--- config.mk ---
export PLATFORM = sky130hd
export DESIGN_NAME = i2c_master_bit_engine
export DESIGN_NICKNAME = d
export VERILOG_FILES = /design/src/hdl/i2c_mbe_pkg.sv /design/src/hdl/i2c_master_bit_engine.sv
export VERILOG_INCLUDE_DIRS = /design/src /design/src/hdl
export SDC_FILE = /design/constraint.sdc
export NUM_CORES = 1
export LEC_CHECK = 0
export BUFFER_PORTS_ARGS = -buffer_cell sky130_fd_sc_hd__buf_4
export CAP_MARGIN = 20
export CELL_PAD_IN_SITES_DETAIL_PLACEMENT = 0
export CELL_PAD_IN_SITES_GLOBAL_PLACEMENT = 2
export CORE_MARGIN = 5
export CORE_UTILIZATION = 45
export CTS_CLUSTER_DIAMETER = 150
export CTS_CLUSTER_SIZE = 20
export DETAILED_ROUTE_END_ITERATION = 12
export PLACE_DENSITY = 0.85
export RECOVER_POWER = 50
export SYNTH_ARGS = -nofsm -noshare
export SYNTH_HDL_FRONTEND = slang
export SYNTH_SLANG_ARGS = --single-unit
export TNS_END_PERCENT = 30
--- constraint.sdc ---
create_clock -name clk -period 3.36 [get_ports clk]
set_input_delay 0.504 -clock clk [delete_from_list [all_inputs] [get_ports clk]]
set_output_delay 0.504 -clock clk [all_outputs]
set_load 0.02 [all_outputs]
--- src/hdl/i2c_master_bit_engine_macros.svh ---
// Assertion macros shared by the I2C master bit engine RTL.
`ifndef I2C_MASTER_BIT_ENGINE_MACROS_SVH
`define I2C_MASTER_BIT_ENGINE_MACROS_SVH

// Same-cycle implication, checked on every clock edge outside reset.
`define I2C_MBE_ASSERT_IMPL(lbl, ante, cons, msg) \
  lbl: assert property (@(posedge clk) disable iff (!rst_n) (ante) |-> (cons)) \
    else $error(msg);

// Next-cycle implication, checked on every clock edge outside reset.
`define I2C_MBE_ASSERT_NEXT(lbl, ante, cons, msg) \
  lbl: assert property (@(posedge clk) disable iff (!rst_n) (ante) |=> (cons)) \
    else $error(msg);

`endif

--- src/hdl/i2c_mbe_pkg.sv ---
// Types and constants for the I2C master bit engine.
package i2c_mbe_pkg;

  // Default queue depths
  localparam int TX_DEPTH_DEF = 16;
  localparam int RX_DEPTH_DEF = 16;

  // Request kinds carried in in_tuser
  typedef enum logic [1:0] {
    REQ_TICK  = 2'd0,
    REQ_PUSH  = 2'd1,
    REQ_START = 2'd2,
    REQ_POP   = 2'd3
  } req_t;

  // Bus sequencer states
  typedef enum logic [2:0] {
    BS_START = 3'd0,
    BS_DOUT  = 3'd1,
    BS_RACK  = 3'd2,
    BS_DIN   = 3'd3,
    BS_GACK  = 3'd4,
    BS_STOP  = 3'd5
  } bus_state_t;

  // Status codes
  typedef enum logic [1:0] {
    STS_OK   = 2'd0,
    STS_BUSY = 2'd1,
    STS_ERR  = 2'd2
  } status_t;

  localparam logic [3:0] BITS_PER_BYTE = 4'd8;
  localparam int         IN_DATA_W     = 40;
  localparam int         OUT_DATA_W    = 24;
  localparam int         RX_LEVEL_W    = 5;

  // Result item, lowest field last
  typedef struct packed {
    logic [3:0]            pad;
    logic [RX_LEVEL_W-1:0] rx_level;
    logic                  rx_valid;
    logic [7:0]            rx_byte;
    logic                  done_res;
    logic [1:0]            status;
    logic                  busy_res;
    logic                  sda_out;
    logic                  scl_out;
  } out_item_t;

endpackage

--- src/hdl/i2c_master_bit_engine.sv ---
// I2C master bit engine: tick-driven bus sequencer with TX/RX byte queues.
//
//  Channel  | Dir | Ports                      | Payload
//  ---------+-----+----------------------------+-----------------------------------
//  request  | in  | in_tvalid/in_tready        | tuser: req_type; tdata: sda_in,
//           |     | in_tuser, in_tdata         |   data_byte, slave_addr, receive_count
//  result   | out | out_tvalid/out_tready      | tdata: scl, sda, busy, status, done,
//           |     | out_tdata                  |   rx_byte, rx_valid, rx_level
//
// The bus state, queues and result are all updated in the accepting cycle, and
// the result lands in the output register, or in the skid while that is held.
// While a transaction is active, each tick request is one half period of SCL.
// A two-entry output buffer (output register plus skid) keeps in_tready high
// while one result waits; only a full buffer stalls the request side.
// Synchronous active-low reset: queues empty, sequencer at start, lines high.
`include "i2c_master_bit_engine_macros.svh"

module i2c_master_bit_engine #(
  parameter int TX_DEPTH = i2c_mbe_pkg::TX_DEPTH_DEF,
  parameter int RX_DEPTH = i2c_mbe_pkg::RX_DEPTH_DEF
) (
  input  logic                               clk,
  input  logic                               rst_n,
  input  logic                               in_tvalid,
  output logic                               in_tready,
  input  logic [1:0]                         in_tuser,   // [1:0] req_type
  // [0] sda_in, [8:1] data_byte, [16:9] slave_addr, [32:17] receive_count
  input  logic [i2c_mbe_pkg::IN_DATA_W-1:0]  in_tdata,
  output logic                               out_tvalid,
  input  logic                               out_tready,
  // [0] scl_out, [1] sda_out, [2] busy_res, [4:3] status, [5] done_res,
  // [13:6] rx_byte, [14] rx_valid, [19:15] rx_level
  output logic [i2c_mbe_pkg::OUT_DATA_W-1:0] out_tdata
);

  localparam int TX_PW = $clog2(TX_DEPTH);
  localparam int TX_CW = $clog2(TX_DEPTH + 1);
  localparam int RX_PW = $clog2(RX_DEPTH);
  localparam int RX_CW = $clog2(RX_DEPTH + 1);
  localparam int RX_LW = i2c_mbe_pkg::RX_LEVEL_W;

  // Request fields
  i2c_mbe_pkg::req_t req;
  logic              f_sda;
  logic [7:0]        f_data;
  logic [7:0]        f_arw;
  logic [15:0]       f_cnt;
  logic              accept;

  assign req    = i2c_mbe_pkg::req_t'(in_tuser);
  assign f_sda  = in_tdata[0];
  assign f_data = in_tdata[8:1];
  assign f_arw  = in_tdata[16:9];
  assign f_cnt  = in_tdata[32:17];

  // Sequencer state
  logic                    phase_r, phase_nxt;
  i2c_mbe_pkg::bus_state_t bus_r, bus_nxt;
  logic [7:0]              shift_r, shift_nxt;
  logic [3:0]              bit_r, bit_nxt;
  logic [7:0]              arw_r, arw_nxt;
  logic [15:0]             left_r, left_nxt;
  i2c_mbe_pkg::status_t    sts_r, sts_nxt;
  logic                    active_r, active_nxt;
  logic                    scl_r, scl_nxt;
  logic                    sda_r, sda_nxt;

  // Queue state
  logic [7:0]       tx_mem [TX_DEPTH];
  logic [7:0]       rx_mem [RX_DEPTH];
  logic [TX_PW-1:0] tx_rd_r, tx_rd_nxt, tx_wr_r, tx_wr_nxt;
  logic [TX_CW-1:0] tx_cnt_r, tx_cnt_nxt;
  logic [RX_PW-1:0] rx_rd_r, rx_rd_nxt, rx_wr_r, rx_wr_nxt;
  logic [RX_CW-1:0] rx_cnt_r, rx_cnt_nxt;
  logic [7:0]       tx_head_r, rx_head_r;
  logic             tx_we, tx_pop, rx_we, rx_pop;
  logic [7:0]       rx_wdata;

  // Result bits from this request
  logic        done;
  logic [7:0]  pop_byte;
  logic        pop_valid;
  logic [7:0]  din_shift;
  logic [3:0]  bit_inc;
  logic [15:0] left_dec;

  // Output buffer
  i2c_mbe_pkg::out_item_t res, out_data_r, skid_data_r;
  logic                   out_valid_r, skid_valid_r;

  assign in_tready  = !skid_valid_r;
  assign accept     = in_tvalid && in_tready;
  assign out_tvalid = out_valid_r;
  assign out_tdata  = out_data_r;

  assign bit_inc   = bit_r + 4'd1;
  assign din_shift = {shift_r[6:0], f_sda};
  assign left_dec  = (left_r != 16'd0) ? left_r - 16'd1 : left_r;

  // Next state for the accepted request
  always_comb begin
    phase_nxt  = phase_r;
    bus_nxt    = bus_r;
    shift_nxt  = shift_r;
    bit_nxt    = bit_r;
    arw_nxt    = arw_r;
    left_nxt   = left_r;
    sts_nxt    = sts_r;
    active_nxt = active_r;
    scl_nxt    = scl_r;
    sda_nxt    = sda_r;
    tx_we      = 1'b0;
    tx_pop     = 1'b0;
    rx_we      = 1'b0;
    rx_pop     = 1'b0;
    rx_wdata   = din_shift;
    done       = 1'b0;
    pop_byte   = 8'd0;
    pop_valid  = 1'b0;
    if (accept) begin
      unique case (req)
        i2c_mbe_pkg::REQ_TICK: begin
          if (active_r && !phase_r) begin
            // high phase: start, sample, stop
            phase_nxt = 1'b1;
            scl_nxt   = 1'b1;
            unique case (bus_r)
              i2c_mbe_pkg::BS_START: begin
                sda_nxt   = 1'b0;
                shift_nxt = arw_r;
                bus_nxt   = i2c_mbe_pkg::BS_DOUT;
                bit_nxt   = 4'd0;
              end
              i2c_mbe_pkg::BS_DOUT: begin
                if (bit_r == i2c_mbe_pkg::BITS_PER_BYTE) begin
                  bit_nxt   = 4'd0;
                  shift_nxt = 8'd0;
                  bus_nxt   = i2c_mbe_pkg::BS_RACK;
                end
              end
              i2c_mbe_pkg::BS_RACK: begin
                if (!f_sda) begin
                  if (arw_r[0]) begin
                    bus_nxt = i2c_mbe_pkg::BS_DIN;
                  end else if (tx_cnt_r != '0) begin
                    bus_nxt   = i2c_mbe_pkg::BS_DOUT;
                    shift_nxt = tx_head_r;
                    tx_pop    = 1'b1;
                  end else begin
                    bus_nxt = i2c_mbe_pkg::BS_STOP;
                  end
                end else begin
                  bus_nxt = i2c_mbe_pkg::BS_STOP;
                  sts_nxt = i2c_mbe_pkg::STS_ERR;
                end
              end
              i2c_mbe_pkg::BS_DIN: begin
                shift_nxt = din_shift;
                bit_nxt   = bit_inc;
                if (bit_inc == i2c_mbe_pkg::BITS_PER_BYTE) begin
                  bit_nxt   = 4'd0;
                  rx_we     = (rx_cnt_r < RX_CW'(RX_DEPTH));
                  shift_nxt = 8'd0;
                  left_nxt  = left_dec;
                  bus_nxt   = (left_dec == 16'd0) ? i2c_mbe_pkg::BS_STOP
                                                  : i2c_mbe_pkg::BS_GACK;
                end
              end
              i2c_mbe_pkg::BS_GACK: begin
                bus_nxt = i2c_mbe_pkg::BS_DIN;
              end
              i2c_mbe_pkg::BS_STOP: begin
                sda_nxt    = 1'b1;
                active_nxt = 1'b0;
                bus_nxt    = i2c_mbe_pkg::BS_START;
                phase_nxt  = 1'b0;
                if (sts_r != i2c_mbe_pkg::STS_ERR) begin
                  sts_nxt = i2c_mbe_pkg::STS_OK;
                end
                done = 1'b1;
              end
              default: begin
              end
            endcase
          end else if (active_r) begin
            // low phase: drive SDA
            phase_nxt = 1'b0;
            scl_nxt   = 1'b0;
            unique case (bus_r) inside
              i2c_mbe_pkg::BS_DOUT: begin
                sda_nxt   = shift_r[7];
                shift_nxt = {shift_r[6:0], 1'b0};
                bit_nxt   = bit_inc;
              end
              i2c_mbe_pkg::BS_RACK, i2c_mbe_pkg::BS_DIN: sda_nxt = 1'b1;
              i2c_mbe_pkg::BS_GACK, i2c_mbe_pkg::BS_STOP: sda_nxt = 1'b0;
              default: begin
              end
            endcase
          end
        end
        i2c_mbe_pkg::REQ_PUSH: begin
          tx_we = (tx_cnt_r < TX_CW'(TX_DEPTH));
        end
        i2c_mbe_pkg::REQ_START: begin
          if (!active_r) begin
            arw_nxt    = f_arw;
            left_nxt   = (f_cnt == 16'd0) ? 16'd1 : f_cnt;
            bit_nxt    = 4'd0;
            shift_nxt  = 8'd0;
            bus_nxt    = i2c_mbe_pkg::BS_START;
            sts_nxt    = i2c_mbe_pkg::STS_BUSY;
            active_nxt = 1'b1;
          end
        end
        i2c_mbe_pkg::REQ_POP: begin
          if (rx_cnt_r != '0) begin
            rx_pop    = 1'b1;
            pop_byte  = rx_head_r;
            pop_valid = 1'b1;
          end
        end
        default: begin
        end
      endcase
    end
  end

  // Queue pointers, wrapping at the depth
  always_comb begin
    tx_wr_nxt  = tx_wr_r;
    tx_rd_nxt  = tx_rd_r;
    tx_cnt_nxt = tx_cnt_r;
    rx_wr_nxt  = rx_wr_r;
    rx_rd_nxt  = rx_rd_r;
    rx_cnt_nxt = rx_cnt_r;
    if (tx_we) begin
      tx_wr_nxt  = (tx_wr_r == TX_PW'(TX_DEPTH - 1)) ? '0 : tx_wr_r + 1'b1;
      tx_cnt_nxt = tx_cnt_r + 1'b1;
    end
    if (tx_pop) begin
      tx_rd_nxt  = (tx_rd_r == TX_PW'(TX_DEPTH - 1)) ? '0 : tx_rd_r + 1'b1;
      tx_cnt_nxt = tx_cnt_r - 1'b1;
    end
    if (rx_we) begin
      rx_wr_nxt  = (rx_wr_r == RX_PW'(RX_DEPTH - 1)) ? '0 : rx_wr_r + 1'b1;
      rx_cnt_nxt = rx_cnt_r + 1'b1;
    end
    if (rx_pop) begin
      rx_rd_nxt  = (rx_rd_r == RX_PW'(RX_DEPTH - 1)) ? '0 : rx_rd_r + 1'b1;
      rx_cnt_nxt = rx_cnt_r - 1'b1;
    end
  end

  // Queue storage; head registers track the next read pointer, with write bypass
  always_ff @(posedge clk) begin
    if (tx_we) begin
      tx_mem[tx_wr_r] <= f_data;
    end
    if (rx_we) begin
      rx_mem[rx_wr_r] <= rx_wdata;
    end
    tx_head_r <= (tx_we && tx_wr_r == tx_rd_nxt) ? f_data : tx_mem[tx_rd_nxt];
    rx_head_r <= (rx_we && rx_wr_r == rx_rd_nxt) ? rx_wdata : rx_mem[rx_rd_nxt];
  end

  // Result item
  always_comb begin
    res          = '0;
    res.scl_out  = scl_nxt;
    res.sda_out  = sda_nxt;
    res.busy_res = active_nxt;
    res.status   = sts_nxt;
    res.done_res = done;
    res.rx_byte  = pop_byte;
    res.rx_valid = pop_valid;
    res.rx_level = RX_LW'(rx_cnt_nxt);
  end

  // Control and sequencer registers
  always_ff @(posedge clk) begin
    if (!rst_n) begin
      phase_r  <= 1'b0;
      bus_r    <= i2c_mbe_pkg::BS_START;
      shift_r  <= 8'd0;
      bit_r    <= 4'd0;
      arw_r    <= 8'd0;
      left_r   <= 16'd0;
      sts_r    <= i2c_mbe_pkg::STS_OK;
      active_r <= 1'b0;
      scl_r    <= 1'b1;
      sda_r    <= 1'b1;
      tx_rd_r  <= '0;
      tx_wr_r  <= '0;
      tx_cnt_r <= '0;
      rx_rd_r  <= '0;
      rx_wr_r  <= '0;
      rx_cnt_r <= '0;
    end else begin
      phase_r  <= phase_nxt;
      bus_r    <= bus_nxt;
      shift_r  <= shift_nxt;
      bit_r    <= bit_nxt;
      arw_r    <= arw_nxt;
      left_r   <= left_nxt;
      sts_r    <= sts_nxt;
      active_r <= active_nxt;
      scl_r    <= scl_nxt;
      sda_r    <= sda_nxt;
      tx_rd_r  <= tx_rd_nxt;
      tx_wr_r  <= tx_wr_nxt;
      tx_cnt_r <= tx_cnt_nxt;
      rx_rd_r  <= rx_rd_nxt;
      rx_wr_r  <= rx_wr_nxt;
      rx_cnt_r <= rx_cnt_nxt;
    end
  end

  // Output register with skid stage
  always_ff @(posedge clk) begin
    if (!rst_n) begin
      out_valid_r  <= 1'b0;
      skid_valid_r <= 1'b0;
    end else if (!out_valid_r || out_tready) begin
      if (skid_valid_r) begin
        out_valid_r  <= 1'b1;
        skid_valid_r <= 1'b0;
      end else begin
        out_valid_r <= accept;
      end
    end else if (accept) begin
      skid_valid_r <= 1'b1;
    end
  end

  always_ff @(posedge clk) begin
    if (!out_valid_r || out_tready) begin
      if (skid_valid_r) begin
        out_data_r <= skid_data_r;
      end else if (accept) begin
        out_data_r <= res;
      end
    end else if (accept) begin
      skid_data_r <= res;
    end
  end

  // Checks
  `I2C_MBE_ASSERT_IMPL(a_tx_bound, 1'b1, tx_cnt_r <= TX_CW'(TX_DEPTH), "tx count over depth")
  `I2C_MBE_ASSERT_IMPL(a_rx_bound, 1'b1, rx_cnt_r <= RX_CW'(RX_DEPTH), "rx count over depth")
  `I2C_MBE_ASSERT_IMPL(a_skid_order, skid_valid_r, out_valid_r, "skid holds data ahead of output")
  `I2C_MBE_ASSERT_IMPL(a_done_idle, out_valid_r && out_data_r.done_res, !out_data_r.busy_res, "done while busy")
  `I2C_MBE_ASSERT_IMPL(a_end_at_stop, $fell(active_r), $past(bus_r) == i2c_mbe_pkg::BS_STOP, "transaction ended outside stop")
  `I2C_MBE_ASSERT_NEXT(a_skid_drain, skid_valid_r && out_tready, !skid_valid_r, "skid not drained")

endmodule

==> key figures <==
Status
  – Status: complete, no violations

Worst hold path
  – Worst hold path depth: 3
  – Worst Hold Class: in2reg

Route
  – Wire length on met1: around 15000 um
  – Met3 WL: approximately 1300 um
  – Drt pass-1 iters: 5
  – Post-Route WL: 34150 um
  – DRC errors left: 0
  – Vias post-DR: roughly 9300
  – Top routing layer used: met4
  – Post-DR vias/cell: 5.633
  – WL met2: around 17000 um
  – Final ANT Viol Nets: 0
  – Detailed Route Iter0 Violations: between 600 and 700
  – Drt wl/cell: just over 20 um

STA
  – Max Clock Skew: ~18 ps
  – Setup TNS: 0 ps
  – Max Transition Viols Final: 0
  – Slew of the pin with the lowest slew margin: ~1200 ps
  – Maximum clock rate: between 0.3 and 0.4 GHz
  – Slew headroom: 22.83%
  – Final Hold Viols: 0
  – Min Hold Slack: approximately 230 ps
  – Period minus WS final: 2932 ps
  – RSZ-0062 raised after global routing: false
  – Fin crit share: about 87%
  – Final setup viols: 0

Power and ir drop
  – P_leak: 5.962 nW
  – PwrDens: between 400 and 500 nW/um^2
  – Total power: between 8 and 9 mW
  – Max IR drop VDD: 0.5168 mV

Clocking
  – CTS tree: built
  – Clock root buffer master: clkbuf_16
  – Resize count post-CTS: 0
  – Cts bufs inserted: 22
  – Worst-skew pair later-pin latency: roughly 530 ps
  – CTS H-Tree Depth: 1
  – Cts hold-fix bufs: 0
  – CTS Buffer Depth: 3
  – Number of setup buffers added after CTS: 0
  – Sinks on Clock Net: 377
  – Clock slew at reported path FFs: roughly 80 ps

Global route
  – Vias in the first global route: between 9000 and 10000
  – First-pass GRT wire length: between 50000 and 60000 um
  – Initial antenna violation count: 0
  – GRT Overall Usage: roughly 17%
  – Pin count of the biggest net entering global routing: 33
  – GR Overflow Total: 0

Critical path
  – FF-to-FF End: skid_data_r[18]$_DFFE_PP_
  – Critical Path Slowest Stage Cell: nor3_1
  – Worst R2R Start: skid_valid_r$_SDFFE_PP0P_
  – R2r worst-path depth: 5
  – CP Max Fanout: 12
  – Delay-heaviest family, CP: simple AND/OR/NAND/NOR gates
  – Setup CP Type: reg2reg
  – Worst Path Buf+Inv: 0
  – CP Launch Point: skid_valid_r$_SDFFE_PP0P_
  – Max incr delay on CP: 920 ps
  – R2R Setup Slk: around 430 ps
  – Startpoint type of the worst setup path: register
  – Req. time, crit path: between 3000 and 4000 ps
  – Levels on crit path: 5
  – Critical path cell sequence: nand2b_1 > nor3_1 > nor4b_1 > a21oi_1 > xnor2_1
  – CP endpoint kind: register
  – Critical path destination: skid_data_r[18]$_DFFE_PP_
  – Worst path arrival time: 3210 ps

Floorplanning
  – Die width: roughly 200 um
  – Die area: between 30000 and 40000 um^2
  – Site Rows: 69
  – Initial Utilization: between 40% and 50%
  – Die Y: between 150 and 200 um
  – I/O Pins: a little over 70
  – Core footprint: ~35000 um^2

Synthesis
  – Synth area leaders: edfxtp_1 (55%), mux4_2 (10%), dfxtp_1 (10%)
  – Syn_area_per_cell: approximately 15 um^2
  – Synthesized flop and latch total: between 300 and 400
  – EDFF count, synth: between 200 and 300
  – Ys async rst share: 0%
  – Synth area leader: edfxtp_1
  – Ys Warns: 0
  – Yosys cell types: 77
  – Register area share after synthesis: about two thirds
  – Top-area cell type share of the netlist area: around 55%
  – Mapped cell area: roughly 16000 um^2
  – Syn Inst Count: around 1100
  – Synth Flop Type: edfxtp_1

Layout
  – # diodes: 0
  – Design area: approximately 18000 um^2
  – # nets final: between 1000 and 1500
  – Area delta synth->final: 10.59%
  – Layout cells sized above 1: between 10% and 20%
  – Multi-input gate area: about 5300 um^2
  – Flip-flop and latch area: between 10000 and 15000 um^2
  – Fillers: 3029

Placed design
  – Port bufs: 60
  – DP HPWL: 23210 um
  – Post-DP Area: roughly 17000 um^2
  – Routability cong.: approximately 0.84

Job
  – Max_cap viols: 0
-- worst min-delay path by stage --
stage,from,end
floorplan,arw_r[6]$_SDFFE_PN0P_,arw_r[6]$_SDFFE_PN0P_
global placement,arw_r[7]$_SDFFE_PN0P_,arw_r[7]$_SDFFE_PN0P_
detailed placement,arw_r[2]$_SDFFE_PN0P_,arw_r[2]$_SDFFE_PN0P_
CTS,in_tdata[10],arw_r[1]$_SDFFE_PN0P_
global route,in_tdata[10],arw_r[1]$_SDFFE_PN0P_
finish,in_tdata[10],arw_r[1]$_SDFFE_PN0P_
-- synth_stat cells, types with 4 or more instances --
cell type	n
o211ai_1	7
mux2_2	22
o221a_2	4
o221ai_1	7
o41ai_1	4
nor3_1	20
nand3_1	30
buf_2	9
a311oi_1	4
xor2_1	6
mux4_2	73
xnor2_1	10
a211oi_1	21
inv_1	24
or3_1	5
nand2b_1	12
a41oi_1	5
nand4_1	6
a21o_1	5
o2111ai_1	4
buf_1	8
o31ai_1	7
dfxtp_1	81
or2_2	5
a211o_1	8
o21ai_0	18
a21oi_1	39
and2_1	25
edfxtp_1	296
buf_4	7
a31oi_1	8
nand2_1	73
nor4_1	6
nor2_1	77
mux2i_1	19
a22oi_1	5
ha_1	19
nor2b_1	12
o22ai_1	6
clkbuf_1	33
-- where the power goes --
part / switching [mW] / internal, mW
Combinational: 0.349 / 0.201
Sequential: 0.0409 / 5.04
Clock: 1.41 / 1.29
-- stage by stage --
step                utilization (%)  instances  setup WS, ps
floorplan                         -       1090         463.0
global route                  50.31       1649         200.7
finish                        50.31       1649         428.0
global placement              48.89       1609         560.3
CTS                           50.69       1649         632.2
detailed placement            48.89       1609         528.1
-- registers in the layout, indices dropped and copies added (netlist names), 2 cells and up, named ones only --
name	count
arw_r	8
bit_r	4
bus_r	3
left_r	16
out_tdata	20
rx_cnt_r	5
rx_mem	128
rx_rd_r	4
rx_wr_r	4
shift_r	8
skid_data_r	20
sts_r	2
tx_cnt_r	5
tx_mem	128
tx_rd_r	4
tx_wr_r	4
-- cells by family (layout without fill, tap and decap cells) --
family,after synthesis,count (layout),synth area share (%)
flip-flops,377,377,65.11
AND/OR/NAND/NOR,293,293,9.014
AO/OA/AOI/OAI,180,180,8.123
multiplexers,114,114,12.90
buffers and inverters,86,184,2.372
adder cells (fa/ha/maj),20,20,1.597
XOR/XNOR,16,16,0.8681
other,1,4,0.02323
-- cell usage in the layout, fill, tap and decap left out, types with 5 or more instances in the layout --
master,synthesis,layout
inv_1,24,25
a211oi_1,21,21
xnor2_1,10,10
a211o_1,8,8
clkbuf_1,33,49
o31ai_1,7,7
xor2_1,6,6
mux4_2,73,73
nand3_1,30,30
a22oi_1,5,5
a21o_1,5,5
o221ai_1,7,7
or2_2,5,5
nand2_1,73,73
clkbuf_16,0,23
mux2i_1,19,19
nand2b_1,12,12
or3_1,5,5
nor2b_1,12,12
a31oi_1,8,8
o211ai_1,7,7
a21oi_1,39,39
edfxtp_1,296,296
nand4_1,6,6
and2_1,25,24
nor3_1,20,21
nor2_1,77,77
o21ai_0,18,18
a41oi_1,5,5
o22ai_1,6,6
mux2_2,22,21
ha_1,19,19
buf_4,7,84
nor4_1,6,6
dfxtp_1,81,79
-- cell type report --
type / instances / area share [%]
Inverter: 26 / 0.5467
Tap cell: 461 / 3.231
Multi-Input combinational cell: 627 / 29.41
Clock inverter: 1 / 0.02803
Sequential cell: 377 / 58.89
Clock buffer: 39 / 3.560
Timing Repair Buffer: 118 / 4.338
-- tightest hold or removal path: cells and delay by family --
family	cells	cell delay [ps]
buffers and inverters	1	110
and+or+nand+nor	1	50
AOI/OAI and AO/OA	1	50
-- metal layers --
layer | up-vias | GRT usage [%]
li1 | 4399 | -
met1 | 4673 | 24.18
met2 | 186 | 29.38
met3 | 31 | 1.855
met4 | 0 | 2.818
met5 | - | 0
Note: power is estimated with default switching activity, not from simulation.
